==> config.mk <==
export PLATFORM = sky130hd
export DESIGN_NAME = hdlc_async_deframer_core
export DESIGN_NICKNAME = d
export VERILOG_FILES = /design/src/hdl/hdad_pkg.sv /design/src/hdl/hdad_front.sv /design/src/hdl/hdad_desc_q.sv /design/src/hdl/hdad_back.sv /design/src/hdl/hdlc_async_deframer_core.sv
export SDC_FILE = /design/constraint.sdc
export NUM_CORES = 1
export LEC_CHECK = 0
export BUFFER_PORTS_ARGS = -buffer_cell sky130_fd_sc_hd__buf_4
export CAP_MARGIN = 20
export CORE_UTILIZATION = 40
export CTS_BUF_LIST = sky130_fd_sc_hd__clkbuf_2
export DETAILED_ROUTE_END_ITERATION = 6
export PLACE_DENSITY = 0.6
export SYNTH_ARGS = -nofsm -noshare
export SYNTH_HDL_FRONTEND = slang
export SYNTH_SLANG_ARGS = --single-unit
==> constraint.sdc <==
create_clock -name clk -period 9.7 [get_ports clk]
set_input_delay 0.485 -clock clk [delete_from_list [all_inputs] [get_ports clk]]
set_output_delay 0.485 -clock clk [all_outputs]
set_load 0.02 [all_outputs]
==> src/hdl/hdad_pkg.sv <==
// Shared constants, types and the CRC step for the HDLC async deframer.
// No dependencies; used by every module of the block.
`default_nettype none

package hdad_pkg;

    localparam int BUFFER_DEPTH = 64;
    localparam int POS_W        = $clog2(BUFFER_DEPTH);
    localparam int ADDR_W       = POS_W + 1;
    localparam int MEM_DEPTH    = 2 * BUFFER_DEPTH;
    localparam int BYTE_W       = 8;
    localparam int LIM_W        = 7;
    localparam int LEN_W        = 6;

    localparam logic [BYTE_W-1:0] FLAG_OCTET = 8'h7E;
    localparam logic [BYTE_W-1:0] ESC_OCTET  = 8'h7D;
    localparam logic [BYTE_W-1:0] ESC_XOR    = 8'h20;
    localparam logic [15:0]       CRC_INIT   = 16'hFFFF;
    localparam logic [LIM_W-1:0]  DEPTH_LIM  = LIM_W'(BUFFER_DEPTH);

    // Buffer write from the front part
    typedef struct packed {
        logic              en;
        logic [ADDR_W-1:0] addr;
        logic [BYTE_W-1:0] data;
    } memwr_t;

    // One checked frame waiting for readout
    typedef struct packed {
        logic             bank;
        logic [POS_W-1:0] n;
    } desc_t;

    // Bank handed back once its last byte has been read
    typedef struct packed {
        logic valid;
        logic bank;
    } rel_t;

    // One reflected CRC-16-CCITT byte step
    function automatic logic [15:0] crc_step(input logic [15:0] crc,
                                             input logic [BYTE_W-1:0] octet);
        logic [7:0] d;
        d = octet ^ crc[7:0];
        d = d ^ {d[3:0], 4'h0};
        return {d, crc[15:8]} ^ {12'h000, d[7:4]} ^ {5'h00, d, 3'b000};
    endfunction

endpackage

`default_nettype wire

==> src/hdl/hdad_front.sv <==
// Front part: unescapes received bytes, fills one of two frame banks, runs the CRC.
// Depends on hdad_pkg; feeds hdad_desc_q and the buffer inside hdad_back.
`default_nettype none

module hdad_front (
    input  logic                          clk,
    input  logic                          rst_n,
    input  logic                          push,
    output logic                          full,
    input  logic [hdad_pkg::BYTE_W-1:0]   rx_byte,
    input  logic                          cfg_valid,
    output logic                          cfg_ready,
    input  logic [hdad_pkg::LIM_W-1:0]    cfg_data,
    output hdad_pkg::memwr_t              mem_wr,
    output logic                          desc_push,
    output hdad_pkg::desc_t               desc,
    input  hdad_pkg::rel_t                rel
);
    import hdad_pkg::*;

    logic [POS_W-1:0]  pos_reg, pos_next;
    logic [15:0]       crc_reg, crc_next;
    logic              esc_reg, esc_next;
    logic [BYTE_W-1:0] last_reg, last_next;
    logic [BYTE_W-1:0] prev_reg, prev_next;
    logic              bank_reg, bank_next;
    logic [1:0]        busy_reg, busy_next;
    logic [LIM_W-1:0]  limit_reg;

    logic              in_fire;
    logic              is_flag;
    logic              is_esc;
    logic [BYTE_W-1:0] store_byte;
    logic              do_store;
    logic              pos_ge2;
    logic              frame_ok;
    logic [POS_W:0]    pos_inc;
    logic [LIM_W-1:0]  eff_limit;
    logic              limit_hit;

    // Classify the incoming byte
    assign full       = busy_reg[bank_reg];
    assign in_fire    = push && !full;
    assign is_flag    = (rx_byte == FLAG_OCTET);
    assign is_esc     = (rx_byte == ESC_OCTET);
    assign store_byte = esc_reg ? (rx_byte ^ ESC_XOR) : rx_byte;
    assign do_store   = in_fire && !is_flag && (esc_reg || !is_esc);
    assign pos_ge2    = (pos_reg >= POS_W'(2));
    assign frame_ok   = in_fire && is_flag && !esc_reg && pos_ge2
                        && ({last_reg, prev_reg} == crc_reg);

    // Out-of-range limits fall back to the full buffer
    assign eff_limit  = ((limit_reg == '0) || (limit_reg > DEPTH_LIM)) ? DEPTH_LIM : limit_reg;
    assign pos_inc    = {1'b0, pos_reg} + (POS_W+1)'(1);
    assign limit_hit  = (LIM_W'(pos_inc) == eff_limit);

    // Buffer write and frame hand-off
    assign mem_wr.en   = do_store;
    assign mem_wr.addr = {bank_reg, pos_reg};
    assign mem_wr.data = store_byte;
    assign desc_push   = frame_ok;
    assign desc.bank   = bank_reg;
    assign desc.n      = pos_reg - POS_W'(2);
    assign cfg_ready   = 1'b1;

    // Next state of the receive loop
    always_comb
    begin
        pos_next  = pos_reg;
        crc_next  = crc_reg;
        esc_next  = esc_reg;
        last_next = last_reg;
        prev_next = prev_reg;
        if (in_fire)
        begin
            if (is_flag)
            begin
                esc_next = 1'b0;
                pos_next = '0;
                crc_next = CRC_INIT;
            end
            else if (esc_reg || !is_esc)
            begin
                esc_next  = 1'b0;
                prev_next = last_reg;
                last_next = store_byte;
                if (limit_hit)
                begin
                    pos_next = '0;
                    crc_next = CRC_INIT;
                end
                else
                begin
                    pos_next = pos_inc[POS_W-1:0];
                    crc_next = pos_ge2 ? crc_step(crc_reg, prev_reg) : crc_reg;
                end
            end
            else
            begin
                esc_next = 1'b1;
            end
        end
    end

    // Track which banks are held by the readout side
    always_comb
    begin
        busy_next = busy_reg;
        if (rel.valid)
        begin
            busy_next[rel.bank] = 1'b0;
        end
        if (frame_ok)
        begin
            busy_next[bank_reg] = 1'b1;
        end
        bank_next = frame_ok ? !bank_reg : bank_reg;
    end

    always_ff @(posedge clk or negedge rst_n)
    begin
        if (!rst_n)
        begin
            pos_reg   <= '0;
            crc_reg   <= CRC_INIT;
            esc_reg   <= 1'b0;
            bank_reg  <= 1'b0;
            busy_reg  <= '0;
            limit_reg <= DEPTH_LIM;
        end
        else
        begin
            pos_reg  <= pos_next;
            crc_reg  <= crc_next;
            esc_reg  <= esc_next;
            bank_reg <= bank_next;
            busy_reg <= busy_next;
            if (cfg_valid)
            begin
                limit_reg <= cfg_data;
            end
        end
    end

    // Hold the last two stored bytes
    always_ff @(posedge clk)
    begin
        last_reg <= last_next;
        prev_reg <= prev_next;
    end

endmodule

`default_nettype wire

==> src/hdl/hdad_desc_q.sv <==
// Two-entry queue of checked-frame descriptors between front and back parts.
// Depends on hdad_pkg.
`default_nettype none

module hdad_desc_q (
    input  logic            clk,
    input  logic            rst_n,
    input  logic            push,
    input  hdad_pkg::desc_t push_desc,
    input  logic            pop,
    output logic            valid,
    output hdad_pkg::desc_t head
);
    import hdad_pkg::*;

    desc_t      entry_reg [2];
    logic       wr_reg, wr_next;
    logic       rd_reg, rd_next;
    logic [1:0] cnt_reg, cnt_next;
    logic       popping;

    assign valid   = (cnt_reg != 2'd0);
    assign head    = entry_reg[rd_reg];
    assign popping = pop && valid;

    // Advance pointers and count
    always_comb
    begin
        wr_next  = push ? !wr_reg : wr_reg;
        rd_next  = popping ? !rd_reg : rd_reg;
        cnt_next = cnt_reg + {1'b0, push} - {1'b0, popping};
    end

    always_ff @(posedge clk or negedge rst_n)
    begin
        if (!rst_n)
        begin
            wr_reg  <= 1'b0;
            rd_reg  <= 1'b0;
            cnt_reg <= 2'd0;
        end
        else
        begin
            wr_reg  <= wr_next;
            rd_reg  <= rd_next;
            cnt_reg <= cnt_next;
        end
    end

    always_ff @(posedge clk)
    begin
        if (push)
        begin
            entry_reg[wr_reg] <= push_desc;
        end
    end

endmodule

`default_nettype wire

==> src/hdl/hdad_back.sv <==
// Back part: holds the two-bank frame buffer and reads frames out as results.
// Depends on hdad_pkg; takes descriptors from hdad_desc_q.
`default_nettype none

module hdad_back (
    input  logic                         clk,
    input  logic                         rst_n,
    input  hdad_pkg::memwr_t             mem_wr,
    input  logic                         desc_valid,
    input  hdad_pkg::desc_t              desc_head,
    output logic                         desc_pop,
    output hdad_pkg::rel_t               rel,
    input  logic                         pop,
    output logic                         empty,
    output logic [hdad_pkg::BYTE_W-1:0]  payload_byte,
    output logic [hdad_pkg::LEN_W-1:0]   byte_index,
    output logic [hdad_pkg::LEN_W-1:0]   payload_len,
    output logic                         has_byte,
    output logic                         last
);
    import hdad_pkg::*;

    typedef struct packed {
        logic [LEN_W-1:0] idx;
        logic [LEN_W-1:0] len;
        logic             has;
        logic             lst;
    } tok_t;

    typedef struct packed {
        logic [BYTE_W-1:0] data;
        tok_t              tok;
    } result_t;

    logic [BYTE_W-1:0] mem [MEM_DEPTH];
    logic [BYTE_W-1:0] rd_data_reg;
    tok_t              tok_reg;
    logic              pend_reg;

    logic              cur_valid_reg;
    logic              cur_bank_reg;
    logic [POS_W-1:0]  cur_n_reg;
    logic [POS_W-1:0]  k_reg;

    result_t           ob_reg [2];
    logic              ob_wr_reg;
    logic              ob_rd_reg;
    logic [1:0]        ob_cnt_reg, ob_cnt_next;

    logic              popping;
    logic [2:0]        occ;
    logic              issue;
    logic              tok_last;
    tok_t              tok_new;
    result_t           entry;
    result_t           head;

    // Issue a read only when the output buffer will have room for it
    assign popping  = pop && (ob_cnt_reg != 2'd0);
    assign occ      = 3'(ob_cnt_reg) + 3'(pend_reg) - 3'(popping);
    assign issue    = cur_valid_reg && (occ <= 3'd1);
    assign tok_last = (cur_n_reg == '0)
                      || (({1'b0, k_reg} + (POS_W+1)'(1)) == {1'b0, cur_n_reg});
    assign desc_pop = desc_valid && !cur_valid_reg;
    assign rel.valid = issue && tok_last;
    assign rel.bank  = cur_bank_reg;

    assign tok_new.idx = LEN_W'(k_reg);
    assign tok_new.len = LEN_W'(cur_n_reg);
    assign tok_new.has = (cur_n_reg != '0);
    assign tok_new.lst = tok_last;

    // Empty-frame marker carries a zero byte
    assign entry.data = tok_reg.has ? rd_data_reg : '0;
    assign entry.tok  = tok_reg;

    assign ob_cnt_next  = ob_cnt_reg + {1'b0, pend_reg} - {1'b0, popping};
    assign head         = ob_reg[ob_rd_reg];
    assign empty        = (ob_cnt_reg == 2'd0);
    assign payload_byte = head.data;
    assign byte_index   = head.tok.idx;
    assign payload_len  = head.tok.len;
    assign has_byte     = head.tok.has;
    assign last         = head.tok.lst;

    // Frame buffer: one write port, one registered read port
    always_ff @(posedge clk)
    begin
        if (mem_wr.en)
        begin
            mem[mem_wr.addr] <= mem_wr.data;
        end
        if (issue)
        begin
            rd_data_reg <= mem[{cur_bank_reg, k_reg}];
            tok_reg     <= tok_new;
        end
    end

    // Walk the current frame
    always_ff @(posedge clk)
    begin
        if (desc_pop)
        begin
            cur_bank_reg <= desc_head.bank;
            cur_n_reg    <= desc_head.n;
            k_reg        <= '0;
        end
        else if (issue)
        begin
            k_reg <= k_reg + POS_W'(1);
        end
    end

    // Capture read results into the output buffer
    always_ff @(posedge clk)
    begin
        if (pend_reg)
        begin
            ob_reg[ob_wr_reg] <= entry;
        end
    end

    always_ff @(posedge clk or negedge rst_n)
    begin
        if (!rst_n)
        begin
            cur_valid_reg <= 1'b0;
            pend_reg      <= 1'b0;
            ob_wr_reg     <= 1'b0;
            ob_rd_reg     <= 1'b0;
            ob_cnt_reg    <= 2'd0;
        end
        else
        begin
            if (desc_pop)
            begin
                cur_valid_reg <= 1'b1;
            end
            else if (issue && tok_last)
            begin
                cur_valid_reg <= 1'b0;
            end
            pend_reg   <= issue;
            ob_cnt_reg <= ob_cnt_next;
            if (pend_reg)
            begin
                ob_wr_reg <= !ob_wr_reg;
            end
            if (popping)
            begin
                ob_rd_reg <= !ob_rd_reg;
            end
        end
    end

endmodule

`default_nettype wire

==> src/hdl/hdlc_async_deframer_core.sv <==
// HDLC asynchronous deframer with CRC-16-CCITT check, top level.
// Depends on hdad_pkg, hdad_front, hdad_desc_q and hdad_back.
//
// Push one received octet per cycle; the block strips flags (0x7E) and
// escapes (0x7D, next octet XOR 0x20), stores the frame and checks its
// reflected CRC-16-CCITT (init 0xFFFF, no final XOR, FCS low byte first).
// Each good frame comes out as one result per payload byte with a last mark,
// or as a single marker result with has_byte low when the payload is empty;
// bad, short and over-long frames vanish silently. Input takes one octet
// per cycle while full is low, and output gives one result per cycle within
// a frame while pop is held. Frames fill two buffer banks in turn, and full
// is high while the bank being filled is still being read out: after a
// good frame of n payload bytes closes, the next good frame may still
// close, but input after it waits until the first frame has left its
// bank. Readout of a frame starts the cycle after its closing flag when
// the back part is idle; its bank is freed once the read of its last
// byte is issued, and reads wait while the output buffer is full.
// frame_limit may be written through the cfg channel, which is always
// ready; 0 or values above 64 mean 64.
`default_nettype none

module hdlc_async_deframer_core (
    input  logic                          clk,
    input  logic                          rst_n,
    input  logic                          push,
    output logic                          full,
    input  logic [hdad_pkg::BYTE_W-1:0]   rx_byte,
    input  logic                          cfg_valid,
    output logic                          cfg_ready,
    input  logic [hdad_pkg::LIM_W-1:0]    cfg_data,
    input  logic                          pop,
    output logic                          empty,
    output logic [hdad_pkg::BYTE_W-1:0]   payload_byte,
    output logic [hdad_pkg::LEN_W-1:0]    byte_index,
    output logic [hdad_pkg::LEN_W-1:0]    payload_len,
    output logic                          has_byte,
    output logic                          last
);
    import hdad_pkg::*;

    memwr_t mem_wr;
    logic   desc_push;
    desc_t  desc_in;
    logic   desc_valid;
    desc_t  desc_head;
    logic   desc_pop;
    rel_t   rel;

    // Receive, unescape and check
    hdad_front u_front (
        .clk       (clk),
        .rst_n     (rst_n),
        .push      (push),
        .full      (full),
        .rx_byte   (rx_byte),
        .cfg_valid (cfg_valid),
        .cfg_ready (cfg_ready),
        .cfg_data  (cfg_data),
        .mem_wr    (mem_wr),
        .desc_push (desc_push),
        .desc      (desc_in),
        .rel       (rel)
    );

    // Hand checked frames across
    hdad_desc_q u_desc_q (
        .clk       (clk),
        .rst_n     (rst_n),
        .push      (desc_push),
        .push_desc (desc_in),
        .pop       (desc_pop),
        .valid     (desc_valid),
        .head      (desc_head)
    );

    // Read frames out
    hdad_back u_back (
        .clk          (clk),
        .rst_n        (rst_n),
        .mem_wr       (mem_wr),
        .desc_valid   (desc_valid),
        .desc_head    (desc_head),
        .desc_pop     (desc_pop),
        .rel          (rel),
        .pop          (pop),
        .empty        (empty),
        .payload_byte (payload_byte),
        .byte_index   (byte_index),
        .payload_len  (payload_len),
        .has_byte     (has_byte),
        .last         (last)
    );

endmodule

`default_nettype wire

==> flow_summary.json, run 1 <==
{
  "cp_max_fo": 135,
  "drive_gt1_frac": 0.304,
  "critPathCaptureType": "flop",
  "first_pass_iters": 7,
  "areaGrowthSynthToFinish_pct": 11.3,
  "power_frac_seq": 0.554,
  "path_clk_slew_ns": 0.11,
  "synth_most_common_cell": "edfxtp_1",
  "wirelength_um": 111000,
  "synth_edf_count": 1127,
  "vias": 24300,
  "worstPathArrival_ns": 5.18,
  "yosys.area.top_type": "edfxtp_1",
  "cts_tree": "built",
  "clock-sinks": 1176,
  "rsz0062_at_grt": "no",
  "die_h_um": 342,
  "crit_type": "flop to flop",
  "largest_reg_flops": 1024,
  "portBuffers": 43,
  "grt_start_max_net_pins": 136,
  "avgSynthCellArea_um2": 19.3,
  "yosysTopAreaCellShare": 0.732,
  "switching_share": 0.278,
  "max_freq_mhz": 247,
  "final_util": 0.449,
  "synth.distinct_cells": 77,
  "drcViolationCount": 12,
  "hold_path.class": "input port to flop",
  "hold_viol_final": 0,
  "path_cells": "buf_4 > buf_12 > mux4_2 > mux2_2 > o22ai_1 > o2111ai_1",
  "die_area_um2": 117000,
  "setup-violations-final": 0,
  "leakagePower_nw": 16.2,
  "ys_top_cells_by_count": "1127 x edfxtp_1, 168 x nor2_1, 160 x mux4_2",
  "ys_ff_latch": 1176,
  "status": "finished, violations left",
  "cts_buffers": 309,
  "min_period_ns": 4.05,
  "async_flop_share": 0.0366,
  "overflow": 0,
  "dp.final_hpwl_um": 65900,
  "clock_skew_ns": 0.155,
  "pin_count": 45,
  "final.period_utilization": 0.418,
  "ys_seq_area_frac": 0.758,
  "insertion_delay_ns": 1.54,
  "syn_nets": 2425,
  "relSlewSlack": 0.261,
  "clk_path_buf_depth": 4,
  "power_frac_clock": 0.302,
  "drv_cap": 0,
  "place_congestion": 0.857,
  "slowest_stage": "buf_4",
  "worstMarginPinSlew_ns": 1.11,
  "core-area_um2": 115000,
  "nets": 2750,
  "avgViaCountPerCell": 5.49,
  "ir_drop_mv": 0.106,
  "die_w_um": 342,
  "comb_power_share": 0.144,
  "hold_ws_ns": 0.212,
  "syn_inst": 2392,
  "violations": "design-rule violations",
  "grt_use_total": 0.190,
  "drtIter0Drc": 2198,
  "wl_per_cell_um": 25.2,
  "start_util": 0.404,
  "postRouteAntennaNets": 0,
  "synth_area_um2": 46300,
  "switching_power_w": 0.00295,
  "cp.required_ns": 10.83,
  "antenna_found_initial": 8,
  "grt_pass1_wl_um": 163000,
  "intPower_w": 0.00767,
  "yosys_warnings": 0,
  "htreeDepth": 5,
  "slowest_delay_ns": 0.80,
  "synthFlopType": "edfxtp_1",
  "p_per_area_nw_per_um2": 206,
  "grt_pass1_vias": 25300,
  "cts_root_buf": "clkbuf_2",
  "row_count": 124,
  "tns_ns": 0,
  "synth_area_leaders": "edfxtp_1 73%, mux4_2 7.8%, mux2_2 3.2%",
  "fillCellCount": 9870,
  "crit_path_start_kind": "flop",
  "slew_viol_final": 0
}
-- layout by cell type (no fill, tap or decap), types with 6 or more instances in the layout --
| master | n |
|---|---|
| edfxtp_1 | 1127 |
| clkbuf_2 | 417 |
| nor2_1 | 167 |
| mux4_2 | 160 |
| mux2i_1 | 132 |
| mux2_2 | 130 |
| o22ai_1 | 90 |
| buf_4 | 83 |
| a22oi_1 | 58 |
| clkinv_1 | 55 |
| dlygate4sd3_1 | 47 |
| xnor2_1 | 36 |
| nand2_1 | 33 |
| dfrtp_1 | 26 |
| xor2_1 | 21 |
| inv_1 | 20 |
| nand4_1 | 18 |
| nor3_1 | 17 |
| clkinv_2 | 17 |
| dfstp_2 | 17 |
| o21ai_0 | 15 |
| and2_1 | 13 |
| or3_1 | 12 |
| and3_1 | 12 |
| a2bb2oi_2 | 12 |
| ha_1 | 12 |
| a221oi_1 | 11 |
| nand3_1 | 10 |
| a221o_1 | 9 |
| o2111ai_1 | 9 |
| o221ai_1 | 8 |
| diode_2 | 7 |
| nand3b_1 | 7 |
| inv_2 | 7 |
| nor2b_1 | 6 |
-- what timing repair did --
action,in CTS,in global routing
gates resized for setup,0,0
endpoints found under the hold margin,900,0
hold buffers,52,0
setup buffers,0,0
-- power by group through the flow --
stage / combinational [W] / clock, W / sequential, W
2_1_floorplan: 0.00110 / 0 / 0.00591
3_3_place_gp: 0.00149 / 0 / 0.00600
3_5_place_dp: 0.00150 / 0 / 0.00601
4_1_cts: 0.00154 / 0.00330 / 0.00589
5_1_grt: 0.00162 / 0.00354 / 0.00592
6_report: 0.00153 / 0.00321 / 0.00589
-- logic make-up (layout without fill, tap and decap cells) --
family / after synthesis / count (layout) / share of synthesized area
compound gates: 247 / 247 / 0.0410
xor+xnor: 58 / 58 / 0.0110
fa+ha+maj: 13 / 13 / 0.00368
buf+inv: 144 / 659 / 0.0139
flops: 1176 / 1176 / 0.758
mux: 422 / 422 / 0.138
other cells: 1 / 8 / 0.0000811
simple gates: 331 / 331 / 0.0343
-- through the flow --
step / setup slack, ns / instance area [um2] / instances / power (W)
after floorplan: 5.00 / 46300 / 2392 / 0.00701
after global placement: 5.69 / 48300 / 3864 / 0.00749
after detailed placement: 5.66 / 48300 / 3866 / 0.00751
after CTS: 5.65 / 51400 / 4419 / 0.0107
after global routing: 5.43 / 51500 / 4424 / 0.0111
final: 5.65 / 51500 / 4426 / 0.0106
-- final cells by class --
class | instances | area (um2) | share of cell area
Clock inverter | 84 | 472 | 0.00917
Antenna cell | 7 | 17.5 | 0.000340
Clock buffer | 417 | 2090 | 0.0406
Timing Repair Buffer | 137 | 1230 | 0.0239
Tap cell | 1512 | 1890 | 0.0368
Sequential cell | 1176 | 35100 | 0.681
Inverter | 21 | 78.8 | 0.00153
Multi-Input combinational cell | 1072 | 10600 | 0.206
-- worst paths after layout --
| kind | startpoint | to | cells after the start | slack (ns) |
|---|---|---|---|---|
| worst max-delay path | u_back.k_reg[2]$_SDFFE_PP0P_ | u_back.rd_data_reg[4]$_DFFE_PP_ | 6 | 5.65 |
| worst min-delay path | rx_byte[6] | u_back.mem[118][6]$_DFFE_PP_ | 2 | 0.21 |
| worst max register to register | u_back.k_reg[2]$_SDFFE_PP0P_ | u_back.rd_data_reg[4]$_DFFE_PP_ | 6 | 5.65 |
| worst min register to register | u_back.entry[11]$_DFFE_PP_ | u_back.ob_reg[1][11]$_DFFE_PP_ | 0 | 0.42 |
| max in group asynchronous | rst_n | u_front.crc_reg[1]$_DFFE_PN1P_ | 5 | 8.66 |
| min in group asynchronous | rst_n | u_front.limit_reg[2]$_DFFE_PN0P_ | 5 | 0.68 |
-- layer usage --
metal / up-vias / track usage / wire, um
met1: 12600 / 0.254 / 46300
met4: 2 / 0.0658 / 2530
met2: 972 / 0.308 / 54500
li1: 10600 / - / -
met3: 203 / 0.0429 / 7990
met5: - / 0 / 20
-- critical path, delay by kind of cell, from the launching register on --
family | cells | cell delay [ns]
compound gates | 2 | 0.72
buf+inv | 2 | 1.40
mux | 2 | 0.77
flops | 1 | 0.63
(Power assumes the default switching activity.)
==> inputs of run 2 (changes only) <==
==> constraint.sdc (replaced) <==
create_clock -name clk -period 3.76 [get_ports clk]
set_input_delay 0.188 -clock clk [delete_from_list [all_inputs] [get_ports clk]]
set_output_delay 0.188 -clock clk [all_outputs]
set_load 0.02 [all_outputs]
==> run 2 against run 1 <==
  * Total power grew to 2.6 times the previous value
  * The run still ends with design-rule violations left
  * Critical path type unchanged
  * Critical endpoint is now u_back.rd_data_reg[0]$_DFFE_PP_
  * Clock power grew to 2.6 times the previous value
  * Combinational power grew to 2.9 times the previous value
==> flow_summary.json, run 2 (synthesis gave the netlist of run 1 again) <==
{
  "max_freq_mhz": 273,
  "slowest_stage": "dfxtp_4",
  "p_total_w": 0.0280,
  "place_congestion": 0.870,
  "critPathCaptureType": "flop",
  "min_period_ns": 3.66,
  "worstRegToRegCells": 8,
  "hold_viol_final": 0,
  "dp.cells": 3983,
  "postCtsSetupRepairBufs": 0,
  "grt_start_max_net_pins": 130,
  "cp_max_fo": 21,
  "vias": 25000,
  "wl_per_cell_um": 25.5,
  "die_h_um": 342,
  "slowest_delay_ns": 0.68,
  "multi_input_area_um2": 10600,
  "worstHoldStart": "rx_byte[0]",
  "slew_viol_final": 0,
  "grt_pass1_vias": 25800,
  "first_pass_iters": 7,
  "reg2reg_from": "u_back.k_reg[0]$_SDFFE_PP0P_",
  "p_per_area_nw_per_um2": 532,
  "worstMarginPinSlew_ns": 1.08,
  "tns_ns": 0,
  "crit_type": "flop to flop",
  "grt_pass1_wl_um": 171000,
  "crit_path_start_kind": "flop",
  "drv_cap": 0,
  "r2r_slack_ns": 0.1,
  "nets": 2868,
  "path_clk_slew_ns": 0.11,
  "die_area_um2": 117000,
  "wirelength_um": 116000,
  "cp.required_ns": 4.83,
  "mostFrequentLayoutCell": "edfxtp_1",
  "core-area_um2": 115000,
  "drcViolationCount": 12,
  "insertion_delay_ns": 1.51,
  "dp.final_hpwl_um": 71200,
  "drtIter0Drc": 2417,
  "path_delay_family": "compound AO/OA/AOI/OAI gates",
  "hold_path.class": "input port to flop",
  "cts_tree": "built",
  "die_w_um": 342,
  "cts_root_buf": "clkbuf_2",
  "post_cts_resized": 0,
  "setup-violations-final": 0,
  "antenna_found_initial": 4,
  "final_util": 0.459,
  "relSlewSlack": 0.276,
  "hold_depth": 7,
  "largest_reg_flops": 1024,
  "htreeDepth": 5,
  "rsz0062_at_grt": "no",
  "fillCellCount": 9804,
  "pin_count": 45,
  "clock-sinks": 1176,
  "design_area_um2": 52600,
  "final.period_utilization": 0.975,
  "worstPathArrival_ns": 4.73,
  "violations": "design-rule violations",
  "grt_use_total": 0.200,
  "drive_gt1_frac": 0.331,
  "portBuffers": 43,
  "postRouteAntennaNets": 0,
  "reg2reg_to": "u_back.rd_data_reg[0]$_DFFE_PP_",
  "leakagePower_nw": 16.9,
  "path_cells": "buf_12 > buf_4 > mux4_2 > mux2_2 > o22ai_1 > nor3_1 > o21ai_0 > o2111ai_1",
  "start_util": 0.404,
  "status": "finished, violations left",
  "layout.cells.non_filler": 4553,
  "overflow": 0,
  "placed_area_um2": 49300,
  "hold_end": "u_front.pos_reg[5]$_DFFE_PN0P_",
  "row_count": 124,
  "cts_buffers": 307,
  "seqCellArea_um2": 35100,
  "crit_buf_inv": 2,
  "clock_skew_ns": 0.162,
  "avgViaCountPerCell": 5.48,
  "clk_path_buf_depth": 4,
  "layout_common_cells": "1127 x edfxtp_1, 429 x clkbuf_2, 189 x buf_4",
  "ir_drop_mv": 0.262,
  "areaGrowthSynthToFinish_pct": 13.7
}
run 2: changes by cell type in the layout (fill, tap and decap cells not counted), moves of 2 or more:
| cell | previous run | this run |
|---|---|---|
| buf_12 | 5 | 13 |
| buf_4 | 83 | 189 |
| bufinv_16 | 5 | 7 |
| clkbuf_2 | 417 | 429 |
| clkinv_1 | 55 | 57 |
| clkinv_2 | 17 | 8 |
| dlygate4sd3_1 | 47 | 52 |
run 2: layout make-up:
cell class | count | share of cell area
Sequential cell | 1176 | 0.667
Multi-Input combinational cell | 1072 | 0.202
Timing Repair Buffer | 257 | 0.0432
Clock buffer | 429 | 0.0408
Tap cell | 1512 | 0.0360
Clock inverter | 78 | 0.00935
Inverter | 21 | 0.00150
Antenna cell | 8 | 0.000381
run 2: repair_timing:
item                                     CTS  global route
endpoints found under the setup margin     0             0
hold buffers                              53             0
endpoints found under the hold margin   1224             0
run 2: where the power goes:
part	leakage, nW	switching (W)	internal [W]
logic	4.12	0.00250	0.00187
clock network	2.03	0.00495	0.00352
registers	10.7	0.000367	0.0148
run 2: through the flow:
step           hold slack (ns)  worst slack, ns
4_1_cts                 0.0102            0.163
3_3_place_gp             0.216            0.290
5_1_grt                 0.0820           0.0226
2_1_floorplan           -0.108            0.265
6_report                 0.154           0.0952
3_5_place_dp             0.232            0.300
run 2: worst max-delay path by stage:
stage,from,end,slack (ns),depth (start not counted)
after floorplan,u_back.ob_cnt_reg[1]$_DFF_PN0_,u_back.k_reg[5]$_SDFFE_PP0P_,0.27,12
after global placement,u_back.k_reg[0]$_SDFFE_PP0P_,u_back.rd_data_reg[0]$_DFFE_PP_,0.29,8
after detailed placement,u_back.k_reg[0]$_SDFFE_PP0P_,u_back.rd_data_reg[0]$_DFFE_PP_,0.30,8
after CTS,u_back.k_reg[0]$_SDFFE_PP0P_,u_back.rd_data_reg[0]$_DFFE_PP_,0.16,8
after global routing,u_back.k_reg[0]$_SDFFE_PP0P_,u_back.rd_data_reg[0]$_DFFE_PP_,0.02,8
final,u_back.k_reg[0]$_SDFFE_PP0P_,u_back.rd_data_reg[0]$_DFFE_PP_,0.1,8
run 2: worst reg2reg max path, cell delays in order, from the launching register on:
cell and delay (ns):
dfxtp_4 0.68, buf_12 0.29, buf_4 0.20, mux4_2 0.55
mux2_2 0.29, o22ai_1 0.28, nor3_1 0.12, o21ai_0 0.50
o2111ai_1 0.34
run 2: per-layer routing:
layer  global-route usage  vias to the layer above  routed length, um
met1                0.265                    12900              47600
met4               0.0810                        2               3320
li1                     -                    10800                  -
met3               0.0366                      211               7760
met5                    0                        -                  8
met2                0.326                     1046              57500
